$ cat src/rtl/quintic_bisection_root_finder_top_defines.svh
// Assertion macros shared by the quintic bisection root finder RTL.
`ifndef QUINTIC_BISECTION_ROOT_FINDER_TOP_DEFINES_SVH
`define QUINTIC_BISECTION_ROOT_FINDER_TOP_DEFINES_SVH

// Check a consequence in the same cycle as its trigger.
`define QBRF_ASSERT_SAME(lbl, ante, cons, msg) \
  lbl: assert property (@(posedge clk) disable iff (!rst_n) (ante) |-> (cons)) \
    else $error(msg);

// Check a consequence in the cycle after its trigger.
`define QBRF_ASSERT_NEXT(lbl, ante, cons, msg) \
  lbl: assert property (@(posedge clk) disable iff (!rst_n) (ante) |=> (cons)) \
    else $error(msg);

`endif

$ cat src/rtl/qbrf_pkg.sv
// Shared types and constants of the quintic bisection root finder.
package qbrf_pkg;

  // Result status codes.
  localparam logic [1:0] STAT_NARROWED  = 2'd0;
  localparam logic [1:0] STAT_ROOT      = 2'd1;
  localparam logic [1:0] STAT_NO_CHANGE = 2'd2;

  // Widening limit register value after reset.
  localparam logic [3:0] CFG_RESET = 4'd8;

  // Controller states.
  typedef enum logic [3:0] {
    ST_IDLE,
    ST_EVAL_A,
    ST_WAIT_A,
    ST_EVAL_B,
    ST_WAIT_B,
    ST_CHECK,
    ST_HALVE,
    ST_WAIT_C,
    ST_STEP,
    ST_DONE
  } state_t;

  // Polynomial unit phases.
  typedef enum logic [1:0] {
    PH_IDLE,
    PH_SQ,
    PH_CUBE,
    PH_FIFTH
  } poly_ph_t;

  // Point at which f is evaluated: lower end, upper end or midpoint.
  typedef enum logic [1:0] {
    PT_A,
    PT_B,
    PT_C
  } pt_t;

  // Source of the reported root.
  typedef enum logic [1:0] {
    RT_NONE,
    RT_A,
    RT_B,
    RT_C
  } root_t;

  // Controller to datapath commands.
  typedef struct packed {
    logic       load;
    logic       widen;
    logic       eval_go;
    pt_t        pt;
    logic       cap_fa;
    logic       cap_fb;
    logic       step;
    logic       set_res;
    logic [1:0] res_code;
    root_t      root_sel;
    logic       publish;
  } cmd_t;

  // Datapath to controller status.
  typedef struct packed {
    logic eval_done;
    logic fa_zero;
    logic fb_zero;
    logic fc_zero;
    logic sign_ab;
    logic widen_more;
    logic halve_more;
    logic out_free;
  } stat_t;

endpackage

$ cat src/rtl/quintic_bisection_root_finder_top.sv
// Top level of the quintic bisection root finder: stream ports, controller and datapath.
//
// Each input transaction carries an iteration count n and yields exactly one
// result transaction. The block searches for a root of f(x) = x^5 - 10x^3 + x + 3
// in signed fixed point with FRAC_BITS fraction bits. It tests [-1, 1] for a sign
// change of f, widens the interval by one on each side up to min(cfg_data,
// MAX_WIDEN_LIMIT) times while there is none, then halves the bracket n times.
// An exact zero of f at an end or a midpoint stops the search and reports that x.
// Timing is set by the single shared multiplier, which takes one 16-bit digit
// per cycle: with D = ceil((FRAC_BITS + 16) / 16) digits (3 at the default), one
// evaluation of f is three dependent multiplies. A bracket test evaluates both
// ends and each halving evaluates only the midpoint; an exact zero of f can end
// a request early.
// One request is worked at a time; the input is ready again as soon as the result
// is in the output register, while that result may still wait for out_tready.
// The widening limit register resets to 8 and should be written only while idle.
module quintic_bisection_root_finder_top #(
  parameter int FRAC_BITS       = 24,
  parameter int MAX_WIDEN_LIMIT = 8
) (
  input  logic         clk,
  input  logic         rst_n,
  // Configuration: widening limit.
  input  logic         cfg_valid,
  output logic         cfg_ready,
  input  logic [3:0]   cfg_data,     // [3:0] max_widen_steps
  // Request stream.
  input  logic         in_tvalid,
  output logic         in_tready,
  input  logic [7:0]   in_tdata,     // [5:0] iteration_count, [7:6] zero
  // Result stream.
  output logic         out_tvalid,
  input  logic         out_tready,
  output logic [103:0] out_tdata     // [1:0] status, [33:2] low_bound,
                                     // [65:34] high_bound, [97:66] root_value,
                                     // [103:98] zero
);
  import qbrf_pkg::*;

  `include "quintic_bisection_root_finder_top_defines.svh"

  // Magnitude of x^5 stays below 59049 * 2^FRAC_BITS for |x| <= 9.
  localparam int MAG_W = FRAC_BITS + 16;
  localparam int FW    = MAG_W + 4;

  cmd_t               ctrl_cmd;
  stat_t              dp_stat;
  logic [1:0]         res_status;
  logic signed [31:0] res_low;
  logic signed [31:0] res_high;
  logic signed [31:0] res_root;

  // Accept configuration at any time; the user must issue writes only while idle, the block itself does not enforce it.
  assign cfg_ready = 1'b1;

  qbrf_ctrl u_ctrl (
    .clk       (clk),
    .rst_n     (rst_n),
    .in_tvalid (in_tvalid),
    .in_tready (in_tready),
    .stat      (dp_stat),
    .cmd       (ctrl_cmd)
  );

  qbrf_dp #(
    .FRAC_BITS       (FRAC_BITS),
    .MAX_WIDEN_LIMIT (MAX_WIDEN_LIMIT),
    .MAG_W           (MAG_W),
    .FW              (FW)
  ) u_dp (
    .clk        (clk),
    .rst_n      (rst_n),
    .cmd        (ctrl_cmd),
    .stat       (dp_stat),
    .in_count   (in_tdata[5:0]),
    .cfg_we     (cfg_valid && cfg_ready),
    .cfg_wdata  (cfg_data),
    .out_tready (out_tready),
    .out_valid  (out_tvalid),
    .out_status (res_status),
    .out_low    (res_low),
    .out_high   (res_high),
    .out_root   (res_root)
  );

  // Pack the result fields, lowest field first.
  assign out_tdata = {6'b000000, res_root, res_high, res_low, res_status};

  `QBRF_ASSERT_SAME(a_accept_loads, in_tvalid && in_tready, ctrl_cmd.load, "request accepted without load")
  `QBRF_ASSERT_SAME(a_publish_free, ctrl_cmd.publish, dp_stat.out_free, "result published over a pending one")
  `QBRF_ASSERT_NEXT(a_publish_shows, ctrl_cmd.publish, out_tvalid, "published result not presented")
  `QBRF_ASSERT_SAME(a_root_zero, out_tvalid && (out_tdata[1:0] != STAT_ROOT), out_tdata[97:66] == 32'd0, "root field nonzero without exact root")

endmodule

$ cat src/rtl/qbrf_mul.sv
// Iterative unsigned fixed-point multiplier, one 16-bit digit of the multiplier per cycle.
module qbrf_mul #(
  parameter int FRAC_BITS = 24,
  parameter int MAG_W     = 40
) (
  input  logic             clk,
  input  logic             rst_n,
  input  logic             start,
  input  logic [MAG_W-1:0] in_x,
  input  logic [MAG_W-1:0] in_y,
  output logic             done,
  output logic [MAG_W-1:0] prod
);
  import qbrf_pkg::*;

  localparam int DIG_W = 16;
  localparam int NCH   = (MAG_W + DIG_W - 1) / DIG_W;
  localparam int YW    = NCH * DIG_W;
  localparam int PW    = MAG_W + YW;
  localparam int IW    = (NCH > 1) ? $clog2(NCH) : 1;

  logic                   busy_r;
  logic                   done_r;
  logic [IW-1:0]          cnt_r;
  logic [MAG_W-1:0]       x_r;
  logic [YW-1:0]          y_r;
  logic [PW-1:0]          acc_r;
  logic [MAG_W+DIG_W-1:0] part;
  logic [PW-1:0]          acc_shr;
  logic                   last;

  // Most significant digit first: shift the sum up and add the next partial product.
  assign part    = x_r * y_r[YW-1 -: DIG_W];
  assign last    = (cnt_r == IW'(NCH - 1));
  assign acc_shr = acc_r >> FRAC_BITS;
  assign prod    = acc_shr[MAG_W-1:0];
  assign done    = done_r;

  always_ff @(posedge clk) begin
    if (!rst_n) begin
      busy_r <= 1'b0;
      done_r <= 1'b0;
      cnt_r  <= '0;
    end else begin
      done_r <= 1'b0;
      if (start) begin
        busy_r <= 1'b1;
        cnt_r  <= '0;
      end else if (busy_r) begin
        if (last) begin
          busy_r <= 1'b0;
          done_r <= 1'b1;
        end else begin
          cnt_r <= cnt_r + 1'b1;
        end
      end
    end
  end

  always_ff @(posedge clk) begin
    if (start) begin
      x_r   <= in_x;
      y_r   <= YW'(in_y);
      acc_r <= '0;
    end else if (busy_r) begin
      acc_r <= (acc_r << DIG_W) + PW'(part);
      y_r   <= y_r << DIG_W;
    end
  end

endmodule

$ cat src/rtl/qbrf_poly.sv
// Evaluates f(x) = x^5 - 10x^3 + x + 3 on the shared multiplier.
module qbrf_poly #(
  parameter int FRAC_BITS = 24,
  parameter int MAG_W     = 40,
  parameter int FW        = 44
) (
  input  logic                 clk,
  input  logic                 rst_n,
  input  logic                 start,
  input  logic [31:0]          x,
  output logic                 done,
  output logic signed [FW-1:0] f
);
  import qbrf_pkg::*;

  localparam logic signed [FW-1:0] THREE_Q = FW'(3) << FRAC_BITS;

  poly_ph_t               ph_r;
  poly_ph_t               ph_nxt;
  logic                   done_r;
  logic                   neg_r;
  logic [MAG_W-1:0]       ax_r;
  logic [MAG_W-1:0]       x2_r;
  logic [MAG_W-1:0]       x3_r;
  logic signed [FW-1:0]   f_r;
  logic [31:0]            abs32;
  logic [MAG_W-1:0]       ax_in;
  logic                   mul_go;
  logic [MAG_W-1:0]       mul_x;
  logic [MAG_W-1:0]       mul_y;
  logic                   mul_done;
  logic [MAG_W-1:0]       mul_res;
  logic signed [FW-1:0]   t_mag;
  logic signed [FW-1:0]   f_calc;

  assign abs32 = x[31] ? (32'd0 - x) : x;
  assign ax_in = MAG_W'(abs32);

  // Work on magnitudes; odd powers take the sign of x.
  assign t_mag  = FW'(mul_res) - FW'({x3_r, 3'b000}) - FW'({x3_r, 1'b0}) + FW'(ax_r);
  assign f_calc = (neg_r ? -t_mag : t_mag) + THREE_Q;

  assign done = done_r;
  assign f    = f_r;

  qbrf_mul #(
    .FRAC_BITS (FRAC_BITS),
    .MAG_W     (MAG_W)
  ) u_mul (
    .clk   (clk),
    .rst_n (rst_n),
    .start (mul_go),
    .in_x  (mul_x),
    .in_y  (mul_y),
    .done  (mul_done),
    .prod  (mul_res)
  );

  always_ff @(posedge clk) begin
    if (!rst_n) begin
      ph_r   <= PH_IDLE;
      done_r <= 1'b0;
    end else begin
      ph_r   <= ph_nxt;
      done_r <= (ph_r == PH_FIFTH) && mul_done;
    end
  end

  always_comb begin
    ph_nxt = ph_r;
    mul_go = 1'b0;
    mul_x  = ax_in;
    mul_y  = ax_in;
    unique case (ph_r)
      PH_IDLE: begin
        if (start) begin
          mul_go = 1'b1;
          ph_nxt = PH_SQ;
        end
      end
      PH_SQ: begin
        if (mul_done) begin
          mul_go = 1'b1;
          mul_x  = mul_res;
          mul_y  = ax_r;
          ph_nxt = PH_CUBE;
        end
      end
      PH_CUBE: begin
        if (mul_done) begin
          mul_go = 1'b1;
          mul_x  = mul_res;
          mul_y  = x2_r;
          ph_nxt = PH_FIFTH;
        end
      end
      PH_FIFTH: begin
        if (mul_done) begin
          ph_nxt = PH_IDLE;
        end
      end
      default: ph_nxt = PH_IDLE;
    endcase
  end

  always_ff @(posedge clk) begin
    if (start && (ph_r == PH_IDLE)) begin
      neg_r <= x[31];
      ax_r  <= ax_in;
    end
    if (mul_done && (ph_r == PH_SQ)) begin
      x2_r <= mul_res;
    end
    if (mul_done && (ph_r == PH_CUBE)) begin
      x3_r <= mul_res;
    end
    if (mul_done && (ph_r == PH_FIFTH)) begin
      f_r <= f_calc;
    end
  end

endmodule

$ cat src/rtl/qbrf_dp.sv
// Datapath: interval ends, cached f values, counters, config and result registers.
module qbrf_dp #(
  parameter int FRAC_BITS       = 24,
  parameter int MAX_WIDEN_LIMIT = 8,
  parameter int MAG_W           = 40,
  parameter int FW              = 44
) (
  input  logic                clk,
  input  logic                rst_n,
  input  qbrf_pkg::cmd_t      cmd,
  output qbrf_pkg::stat_t     stat,
  input  logic [5:0]          in_count,
  input  logic                cfg_we,
  input  logic [3:0]          cfg_wdata,
  input  logic                out_tready,
  output logic                out_valid,
  output logic [1:0]          out_status,
  output logic signed [31:0]  out_low,
  output logic signed [31:0]  out_high,
  output logic signed [31:0]  out_root
);
  import qbrf_pkg::*;

  localparam logic [31:0] ONE_Q     = 32'd1 << FRAC_BITS;
  localparam logic [3:0]  WIDEN_CAP = 4'(MAX_WIDEN_LIMIT);

  logic [3:0]           cfg_r;
  logic [31:0]          a_r;
  logic [31:0]          b_r;
  logic [31:0]          c_r;
  logic signed [FW-1:0] fa_r;
  logic signed [FW-1:0] fb_r;
  logic [5:0]           n_r;
  logic [5:0]           halved_r;
  logic [3:0]           widened_r;
  logic [1:0]           res_code_r;
  logic [31:0]          res_root_r;
  logic                 out_valid_r;
  logic [1:0]           out_status_r;
  logic [31:0]          out_low_r;
  logic [31:0]          out_high_r;
  logic [31:0]          out_root_r;
  logic [32:0]          diff;
  logic [31:0]          c_mid;
  logic [31:0]          poly_x;
  logic [31:0]          root_pick;
  logic [3:0]           widen_lim;
  logic                 f_done;
  logic signed [FW-1:0] f_val;
  logic                 sign_ac;

  // Midpoint: lo + floor((hi - lo) / 2); hi is always above lo.
  assign diff  = {b_r[31], b_r} - {a_r[31], a_r};
  assign c_mid = a_r + diff[32:1];

  assign widen_lim = (cfg_r > WIDEN_CAP) ? WIDEN_CAP : cfg_r;
  assign sign_ac   = (fa_r != '0) && (f_val != '0) && (fa_r[FW-1] != f_val[FW-1]);

  always_comb begin
    case (cmd.pt)
      PT_A:    poly_x = a_r;
      PT_B:    poly_x = b_r;
      default: poly_x = c_mid;
    endcase
  end

  always_comb begin
    case (cmd.root_sel)
      RT_A:    root_pick = a_r;
      RT_B:    root_pick = b_r;
      RT_C:    root_pick = c_r;
      default: root_pick = '0;
    endcase
  end

  qbrf_poly #(
    .FRAC_BITS (FRAC_BITS),
    .MAG_W     (MAG_W),
    .FW        (FW)
  ) u_poly (
    .clk   (clk),
    .rst_n (rst_n),
    .start (cmd.eval_go),
    .x     (poly_x),
    .done  (f_done),
    .f     (f_val)
  );

  always_comb begin
    stat.eval_done  = f_done;
    stat.fa_zero    = (fa_r == '0);
    stat.fb_zero    = (fb_r == '0);
    stat.fc_zero    = (f_val == '0);
    stat.sign_ab    = (fa_r != '0) && (fb_r != '0) && (fa_r[FW-1] != fb_r[FW-1]);
    stat.widen_more = (widened_r < widen_lim);
    stat.halve_more = (halved_r < n_r);
    stat.out_free   = !out_valid_r || out_tready;
  end

  always_ff @(posedge clk) begin
    if (!rst_n) begin
      cfg_r       <= CFG_RESET;
      out_valid_r <= 1'b0;
      halved_r    <= '0;
      widened_r   <= '0;
    end else begin
      if (cfg_we) begin
        cfg_r <= cfg_wdata;
      end
      if (cmd.publish) begin
        out_valid_r <= 1'b1;
      end else if (out_tready) begin
        out_valid_r <= 1'b0;
      end
      if (cmd.load) begin
        halved_r  <= '0;
        widened_r <= '0;
      end
      if (cmd.widen) begin
        widened_r <= widened_r + 1'b1;
      end
      if (cmd.step) begin
        halved_r <= halved_r + 1'b1;
      end
    end
  end

  always_ff @(posedge clk) begin
    if (cmd.load) begin
      a_r <= 32'd0 - ONE_Q;
      b_r <= ONE_Q;
      n_r <= in_count;
    end
    if (cmd.widen) begin
      a_r <= a_r - ONE_Q;
      b_r <= b_r + ONE_Q;
    end
    if (cmd.eval_go && (cmd.pt == PT_C)) begin
      c_r <= c_mid;
    end
    if (cmd.cap_fa) begin
      fa_r <= f_val;
    end
    if (cmd.cap_fb) begin
      fb_r <= f_val;
    end
    // Keep the half where f changes sign; f at the lower end follows the lower end.
    if (cmd.step) begin
      if (sign_ac) begin
        b_r <= c_r;
      end else begin
        a_r  <= c_r;
        fa_r <= f_val;
      end
    end
    if (cmd.set_res) begin
      res_code_r <= cmd.res_code;
      res_root_r <= root_pick;
    end
    if (cmd.publish) begin
      out_status_r <= res_code_r;
      out_low_r    <= a_r;
      out_high_r   <= b_r;
      out_root_r   <= res_root_r;
    end
  end

  assign out_valid  = out_valid_r;
  assign out_status = out_status_r;
  assign out_low    = out_low_r;
  assign out_high   = out_high_r;
  assign out_root   = out_root_r;

endmodule

$ cat src/rtl/qbrf_ctrl.sv
// Controller state machine: bracket search, widening, halving and result hand-off.
module qbrf_ctrl (
  input  logic            clk,
  input  logic            rst_n,
  input  logic            in_tvalid,
  output logic            in_tready,
  input  qbrf_pkg::stat_t stat,
  output qbrf_pkg::cmd_t  cmd
);
  import qbrf_pkg::*;

  state_t state_r;
  state_t state_nxt;

  always_ff @(posedge clk) begin
    if (!rst_n) begin
      state_r <= ST_IDLE;
    end else begin
      state_r <= state_nxt;
    end
  end

  always_comb begin
    state_nxt    = state_r;
    cmd          = '0;
    cmd.pt       = PT_A;
    cmd.root_sel = RT_NONE;
    in_tready    = 1'b0;
    unique case (state_r)
      ST_IDLE: begin
        in_tready = 1'b1;
        if (in_tvalid) begin
          cmd.load  = 1'b1;
          state_nxt = ST_EVAL_A;
        end
      end
      ST_EVAL_A: begin
        cmd.eval_go = 1'b1;
        cmd.pt      = PT_A;
        state_nxt   = ST_WAIT_A;
      end
      ST_WAIT_A: begin
        if (stat.eval_done) begin
          cmd.cap_fa = 1'b1;
          state_nxt  = ST_EVAL_B;
        end
      end
      ST_EVAL_B: begin
        cmd.eval_go = 1'b1;
        cmd.pt      = PT_B;
        state_nxt   = ST_WAIT_B;
      end
      ST_WAIT_B: begin
        if (stat.eval_done) begin
          cmd.cap_fb = 1'b1;
          state_nxt  = ST_CHECK;
        end
      end
      ST_CHECK: begin
        if (stat.fa_zero) begin
          cmd.set_res  = 1'b1;
          cmd.res_code = STAT_ROOT;
          cmd.root_sel = RT_A;
          state_nxt    = ST_DONE;
        end else if (stat.fb_zero) begin
          cmd.set_res  = 1'b1;
          cmd.res_code = STAT_ROOT;
          cmd.root_sel = RT_B;
          state_nxt    = ST_DONE;
        end else if (stat.sign_ab) begin
          state_nxt = ST_HALVE;
        end else if (stat.widen_more) begin
          cmd.widen = 1'b1;
          state_nxt = ST_EVAL_A;
        end else begin
          cmd.set_res  = 1'b1;
          cmd.res_code = STAT_NO_CHANGE;
          state_nxt    = ST_DONE;
        end
      end
      ST_HALVE: begin
        if (stat.halve_more) begin
          cmd.eval_go = 1'b1;
          cmd.pt      = PT_C;
          state_nxt   = ST_WAIT_C;
        end else begin
          cmd.set_res  = 1'b1;
          cmd.res_code = STAT_NARROWED;
          state_nxt    = ST_DONE;
        end
      end
      ST_WAIT_C: begin
        if (stat.eval_done) begin
          state_nxt = ST_STEP;
        end
      end
      ST_STEP: begin
        if (stat.fc_zero) begin
          cmd.set_res  = 1'b1;
          cmd.res_code = STAT_ROOT;
          cmd.root_sel = RT_C;
          state_nxt    = ST_DONE;
        end else begin
          cmd.step  = 1'b1;
          state_nxt = ST_HALVE;
        end
      end
      ST_DONE: begin
        if (stat.out_free) begin
          cmd.publish = 1'b1;
          state_nxt   = ST_IDLE;
        end
      end
      default: state_nxt = ST_IDLE;
    endcase
  end

endmodule
$ cat config.mk
export PLATFORM = sky130hd
export DESIGN_NAME = quintic_bisection_root_finder_top
export DESIGN_NICKNAME = d
export VERILOG_FILES = /design/src/rtl/qbrf_pkg.sv /design/src/rtl/quintic_bisection_root_finder_top.sv /design/src/rtl/qbrf_mul.sv /design/src/rtl/qbrf_poly.sv /design/src/rtl/qbrf_dp.sv /design/src/rtl/qbrf_ctrl.sv
export VERILOG_INCLUDE_DIRS = /design/src /design/src/rtl
export SDC_FILE = /design/constraint.sdc
export NUM_CORES = 2
export LEC_CHECK = 0
export ABC_CLOCK_PERIOD_IN_PS = 7240
export BUFFER_PORTS_ARGS = -buffer_cell sky130_fd_sc_hd__buf_2
export CORE_MARGIN = 3
export CORE_UTILIZATION = 45
export CTS_BUF_LIST = sky130_fd_sc_hd__clkbuf_4
export DETAILED_ROUTE_END_ITERATION = 10
export PLACE_DENSITY = 0.72
export SLEW_MARGIN = 5
export SYNTH_ARGS = -nofsm -noshare
export SYNTH_HDL_FRONTEND = slang
export SYNTH_SLANG_ARGS = --single-unit
$ cat constraint.sdc
create_clock -name clk -period 7.24 [get_ports clk]
set_clock_uncertainty 0.15 [all_clocks]
set_input_delay 0.724 -clock clk [delete_from_list [all_inputs] [get_ports clk]]
set_output_delay 0.724 -clock clk [all_outputs]
set_load 0.01 [all_outputs]
# After elaboration in Yosys (flattened, before gate mapping)
# Cells that the tools add are included.
[op_classes] div=0 muxes=79 n_shift=0 n_bitwise=3 addsub=14 eq_ne=29 multipliers=1 order_cmp=3 n_reduce_logical=31
[op_table] op="32-bit 2-to-1 mux" count=12
[op_table] op="44-bit 2-to-1 mux" count=4
[op_table] op="44-bit zero test" count=3
[op_table] op="44-bit nonzero test" count=3
[op_table] op="40-bit 2-to-1 mux" count=3
[op_table] op="32-bit case mux with 3 select lines" count=1
[op_table] op="40-bit case mux with 2 select lines" count=1
[op_table] op="64-bit by 56-bit adder with 64-bit output" count=1
[op_table] op="32-bit case mux with 2 select lines" count=1
[op_table] op="40-bit by 16-bit multiplier with 56-bit output" count=1
[op_table] op="4-bit 2-to-1 mux" count=14
[op_table] op="44-bit by 27-bit adder with 44-bit output, second input constant" count=1
[op_table] op="44-bit by 32-bit adder with 44-bit output" count=1
[op_table] op="44-bit negator" count=1
[op_table] op="40-bit by 43-bit subtractor with 44-bit output" count=1
[op_table] op="44-bit by 41-bit subtractor with 44-bit output" count=1
[op_table] op="4-bit case mux with 10 select lines" count=1
[op_table] op="32-bit by 32-bit subtractor with 33-bit output" count=1
[op_table] op="32-bit by 25-bit adder with 32-bit output, second input constant" count=1
[op_table] op="32-bit adder" count=1
[op_table] op="1-bit by 32-bit subtractor with 32-bit output, first input constant" count=1
[op_table] op="32-bit by 25-bit subtractor with 32-bit output, second input constant" count=1
[op_table] op="1-bit 2-to-1 mux" count=23
[op_table] op="3-bit case mux with 3 select lines" count=2
[op_table] op="other kinds (34)" count=80
[word_totals] memories=0 inputBits=17 ramBits=0 mem_bits_ro=0 latchBits=0 regBits=657

# Logic depth before layout (Yosys ltp)
[logic_depth] word_depth=11 mapped_depth=30

# Hierarchy
# A second synthesis with hierarchy kept.
[unflattened] hier_cells=5947 area_unflattened_um2=57776.7
[by_module_without_submodules] module="qbrf_mul" n_inst=1 area_per_inst_um2=27654.0 cells_each=3009
[by_module_without_submodules] module="qbrf_dp" n_inst=1 area_per_inst_um2=16319.4 cells_each=1477
[by_module_without_submodules] module="qbrf_poly" n_inst=1 area_per_inst_um2=13203.9 cells_each=1376
[by_module_without_submodules] module="qbrf_ctrl" n_inst=1 area_per_inst_um2=539.3 cells_each=76
[by_module_without_submodules] module="quintic_bisection_root_finder_top" n_inst=1 area_per_inst_um2=60.1 cells_each=9

# Least setup slack after synthesis
# OpenSTA, ideal clock, no wires.
[synth_path] path_kind="reg2reg" start="reg u_dp.u_poly.u_mul.x_r[18]" end="reg u_dp.u_poly.u_mul.acc_r[61]" path_stages_with_launch=28 arrival_time_ns=7.033 slack_ns=-0.066 cell_sequence="edfxtp_1 clkbuf_1 nand2_1 fa_1 inv_1 fa_1 inv_1 fa_1 inv_1 fa_1 fa_1 inv_1 fa_1 inv_1 ha_1 and3_1 and2_1 a221oi_1 o21ai_0 a21oi_1 nor2b_1 a211o_1 a21oi_1 o21ai_0 a2111oi_0 o41ai_1 mux2i_1 nand3_1"
[synth_between] elab_chain_len=2
[synth_rtl] item="start: declaration" line_no="qbrf_mul.sv:25" text="logic [MAG_W-1:0] x_r;"
[synth_rtl] item="start signal: assignment" line_no="qbrf_mul.sv:62" text="x_r <= in_x;"
[synth_rtl] item="40-bit by 16-bit multiplier with 56-bit output" line_no="qbrf_mul.sv:33" text="assign part = x_r * y_r[YW-1 -: DIG_W];"
[synth_rtl] item="64-bit by 56-bit adder with 64-bit output" line_no="qbrf_mul.sv:66" text="acc_r <= (acc_r << DIG_W) + PW'(part);"
[synth_rtl] item="end signal: assignment" line_no="qbrf_mul.sv:66"
[synth_rtl] item="end: declaration" line_no="qbrf_mul.sv:27" text="logic [PW-1:0] acc_r;"
# Every way passes these cells.
# A chain may end at the register's enable or synchronous reset.

# Worst setup path after layout
[layout_path] start="reg u_dp.u_poly.u_mul.y_r[34]" end="reg u_dp.u_poly.u_mul.acc_r[51]"
[layout_between] elab_chain_len=2
[layout_rtl] item="start: declaration" line_no="qbrf_mul.sv:26" text="logic [YW-1:0] y_r;"
[layout_rtl] item="start signal: assignment" line_no="qbrf_mul.sv:63" text="y_r <= YW'(in_y);"
[layout_rtl] item="start signal: assignment" line_no="qbrf_mul.sv:67" text="y_r <= y_r << DIG_W;"
[layout_rtl] item="40-bit by 16-bit multiplier with 56-bit output" line_no="qbrf_mul.sv:33"
[layout_rtl] item="64-bit by 56-bit adder with 64-bit output" line_no="qbrf_mul.sv:66"
# Every way passes these cells.

==> qor.csv <==
metric,value,unit
crit-path max FO,5,
Final Wtd Congestion,0.9360,
residual DRC count,0,
initial DRC count,3909,
Final setup viols,1,
critical path launch point,u_dp.u_poly.u_mul.y_r[34],
relative slew slack,16.86,%
Yosys cell types,100,
vias,44430,
r2r startpoint,u_dp.u_poly.u_mul.y_r[34],
I/O Pins,124,
pin count of the biggest net entering global routing,76,
initial antenna violation count,4,
Slowest Stage Delay on Critical Path,0.56,ns
Worst EP arrival,7.99,ns
worst hold path cell count,2,
Min-Delay Path Class,primary input to register,
Async SR Flop Fraction,0,%
most common flop cell mapped by yosys,edfxtp_1,
Critical Path End Type,register,
startpoint of the worst hold path,in_tdata[0],
WL final,157500,um
Crit-path slowest cell,fa_2,
status,"finished, violations left",
Avg WL per Cell,19.73,um
Post-synth EDFFs,451,
largest family of logic cells by synthesized area,adder cells,
Clock Sink Count,657,
total die area,0.1305,mm2
"commonest non-fill, non-tap cell in the layout",inv_1,
most frequent cells in the layout,"985 x inv_1, 706 x nand2_1, 633 x fa_1",
RSZ-0062 raised after global routing,yes,
first-pass detailed-route iteration total,8,
CTS Buf Count,169,
mux cell area share after synthesis,2.027,%
reg2reg end,u_dp.u_poly.u_mul.acc_r[51],
max frequency,0.1380,GHz
cells after synthesis,5834,
layout cell share with drive strength beyond 1,14.76,%
Layout area overhead,13.52,%
"Req. time, crit path",7.98,ns
first-pass GRT wire length,246500,um
"antenna viol nets, final",0,
Hold Path End,u_dp.n_r[0],
Setup WS pre-CTS,-0.3323,ns
"Hold Vio Cnt, Final",0,
H-tree Lvls,4,
Die W,361.2,um
CTS max path bufs,3,
GR Overflow Total,0,
Synth Area in Adders,28.96,%
clock root cell,clkbuf_4,
IO buf count,114,
xor/xnor share of the synthesized area,3.484,%
Synth Area in Compound Gates,11.93,%
Post-DP HPWL,120200,um
CP Class,register to register,
number of global-route vias before repair,44970,
"Slew Viols, Final",0,
failing checks,setup timing,
Period minus WS final,7.249,ns
Slew @ Worst Pin,1.247,ns
Seq cells post-synth,657,
Core Footprint,0.1244,mm2
post-synthesis sequential area ratio,31.12,%
CP Launch Type,register,
FP Rows,129,
DIE HEIGHT,361.2,um
Synth Area in Simple Gates,13.95,%
"setup slack, reg-to-reg",-0.009,ns
Initial Utilization,45.62,%
average size of a mapped cell,9.732,um2
mapped cell area,0.05678,mm2
R2R depth,29,
nets,7145,
Vias/cell,5.566,
aggregate global-route resource usage,23.71,%
maxcap violations,0,
YS warnings,0,
CTS tree,built,
final worst setup slack,-0.008619,ns
final worst-path cycle share,100.1,%
Clock Latency Late Sink,1.09,ns
Clock transition at path regs,0.07,ns
-- layer usage --
layer	vias up	track usage [%]	wire, um
met1	22080	30.65	62550
met5	-	0	0
met3	329	3.920	12170
met2	1797	39.72	76200
met4	0	9.714	6560
li1	20230	-	-
-- stage by stage --
| stage | hold slack [ns] | setup TNS, ns | area, um2 | util, % | cells |
|---|---|---|---|---|---|
| 2_1_floorplan | 0.2503 | 0 | 56800 | - | 5839 |
| 3_3_place_gp | 0.2549 | -2.108 | 60960 | 48.99 | 7618 |
| 3_5_place_dp | 0.2552 | -2.525 | 60960 | 48.99 | 7618 |
| 4_1_cts | 0.07943 | -0.01858 | 63600 | 51.11 | 7956 |
| 5_1_grt | 0.1390 | -2.103 | 64450 | 51.79 | 7982 |
| 6_report | 0.1966 | -0.008619 | 64450 | 51.79 | 7983 |
-- flip-flops by register name, summed over array words and instances, names as in the netlist, 40 cells and up --
name                     flops
u_dp.u_poly.x3_r            40
u_dp.fb_r                   44
u_dp.u_poly.x2_r            40
u_dp.u_poly.u_mul.y_r       48
u_dp.fa_r                   44
u_dp.u_poly.u_mul.acc_r     64
u_dp.u_poly.f               44
u_dp.u_poly.u_mul.x_r       40
-- area by class of cell --
type	count	area, um2
timing repair buffer	462	3769
antenna	6	15.01
sequential	657	17690
tap	1637	2048
multi-input combinational	3910	34890
clock inverter	56	366.6
inverter	998	3749
clock buffer	257	1929
fill	11010	59990
-- critical path, delay by kind of cell (launching register included) --
| kind | cells | cell delay (ns) |
|---|---|---|
| buffers and inverters | 8 | 0.79 |
| and+or+nand+nor | 3 | 0.28 |
| xor gates and xnor gates | 1 | 0.18 |
| AOI/OAI and AO/OA | 10 | 1.96 |
| DFF | 1 | 0.42 |
| adders and majority gates | 7 | 3.29 |
-- kinds of logic (layout without fill, tap and decap cells) --
logic type      after synthesis  count (layout)
fa+ha+maj                   930             930
mux                         109             109
buf+inv                    1272            1773
simple gates               1653            1653
xor+xnor                    225             225
compound gates              986             986
flops                       657             657
other cells                   2              13
-- repair_timing --
item / CTS / global route
buffers inserted: 3 / 20
cloned: 0 / 6
setup endpoints to repair: 21 / 118
hold buffers: 22 / 0
hold endpoints to repair: 27 / 0
pin swaps: 18 / 68
gates resized for setup: 26 / 141
-- synthesized netlist by cell type, drive strengths merged, types with 48 or more instances --
| cell | instances | area share [%] |
|---|---|---|
| and2 | 235 | 2.6 |
| xor2 | 74 | 1.2 |
| edfxtp | 451 | 24 |
| nand3 | 81 | 0.74 |
| o21ai | 185 | 1.6 |
| inv | 997 | 6.6 |
| a21oi | 208 | 1.8 |
| nor2 | 242 | 1.6 |
| o31ai | 63 | 0.86 |
| xnor2 | 151 | 2.3 |
| a21o | 102 | 1.3 |
| nor3 | 72 | 0.63 |
| ha | 290 | 6.4 |
| nor4 | 56 | 0.64 |
| mux2i | 61 | 1.1 |
| mux2 | 48 | 0.95 |
| nand2 | 709 | 4.7 |
| and3 | 52 | 0.57 |
| nand4 | 50 | 0.55 |
| clkbuf | 248 | 1.6 |
| fa | 640 | 23 |
| dfxtp | 206 | 7.3 |
-- worst max-delay path by stage --
stage	slack, ns	end	cells after the start
final	-0.009	u_dp.u_poly.u_mul.acc_r[51]	29
after CTS	-0.02	u_dp.u_poly.u_mul.acc_r[52]	31
after detailed placement	-0.33	u_dp.u_poly.u_mul.acc_r[52]	30
after floorplan	0.002	u_dp.u_poly.u_mul.acc_r[35]	27
after global routing	-0.25	u_dp.u_poly.u_mul.acc_r[51]	31
after global placement	-0.29	u_dp.u_poly.u_mul.acc_r[52]	31
Power is left out: the tool's default activity adds up to more than one toggle a clock period on the data nets, which glitch-free logic cannot reach.
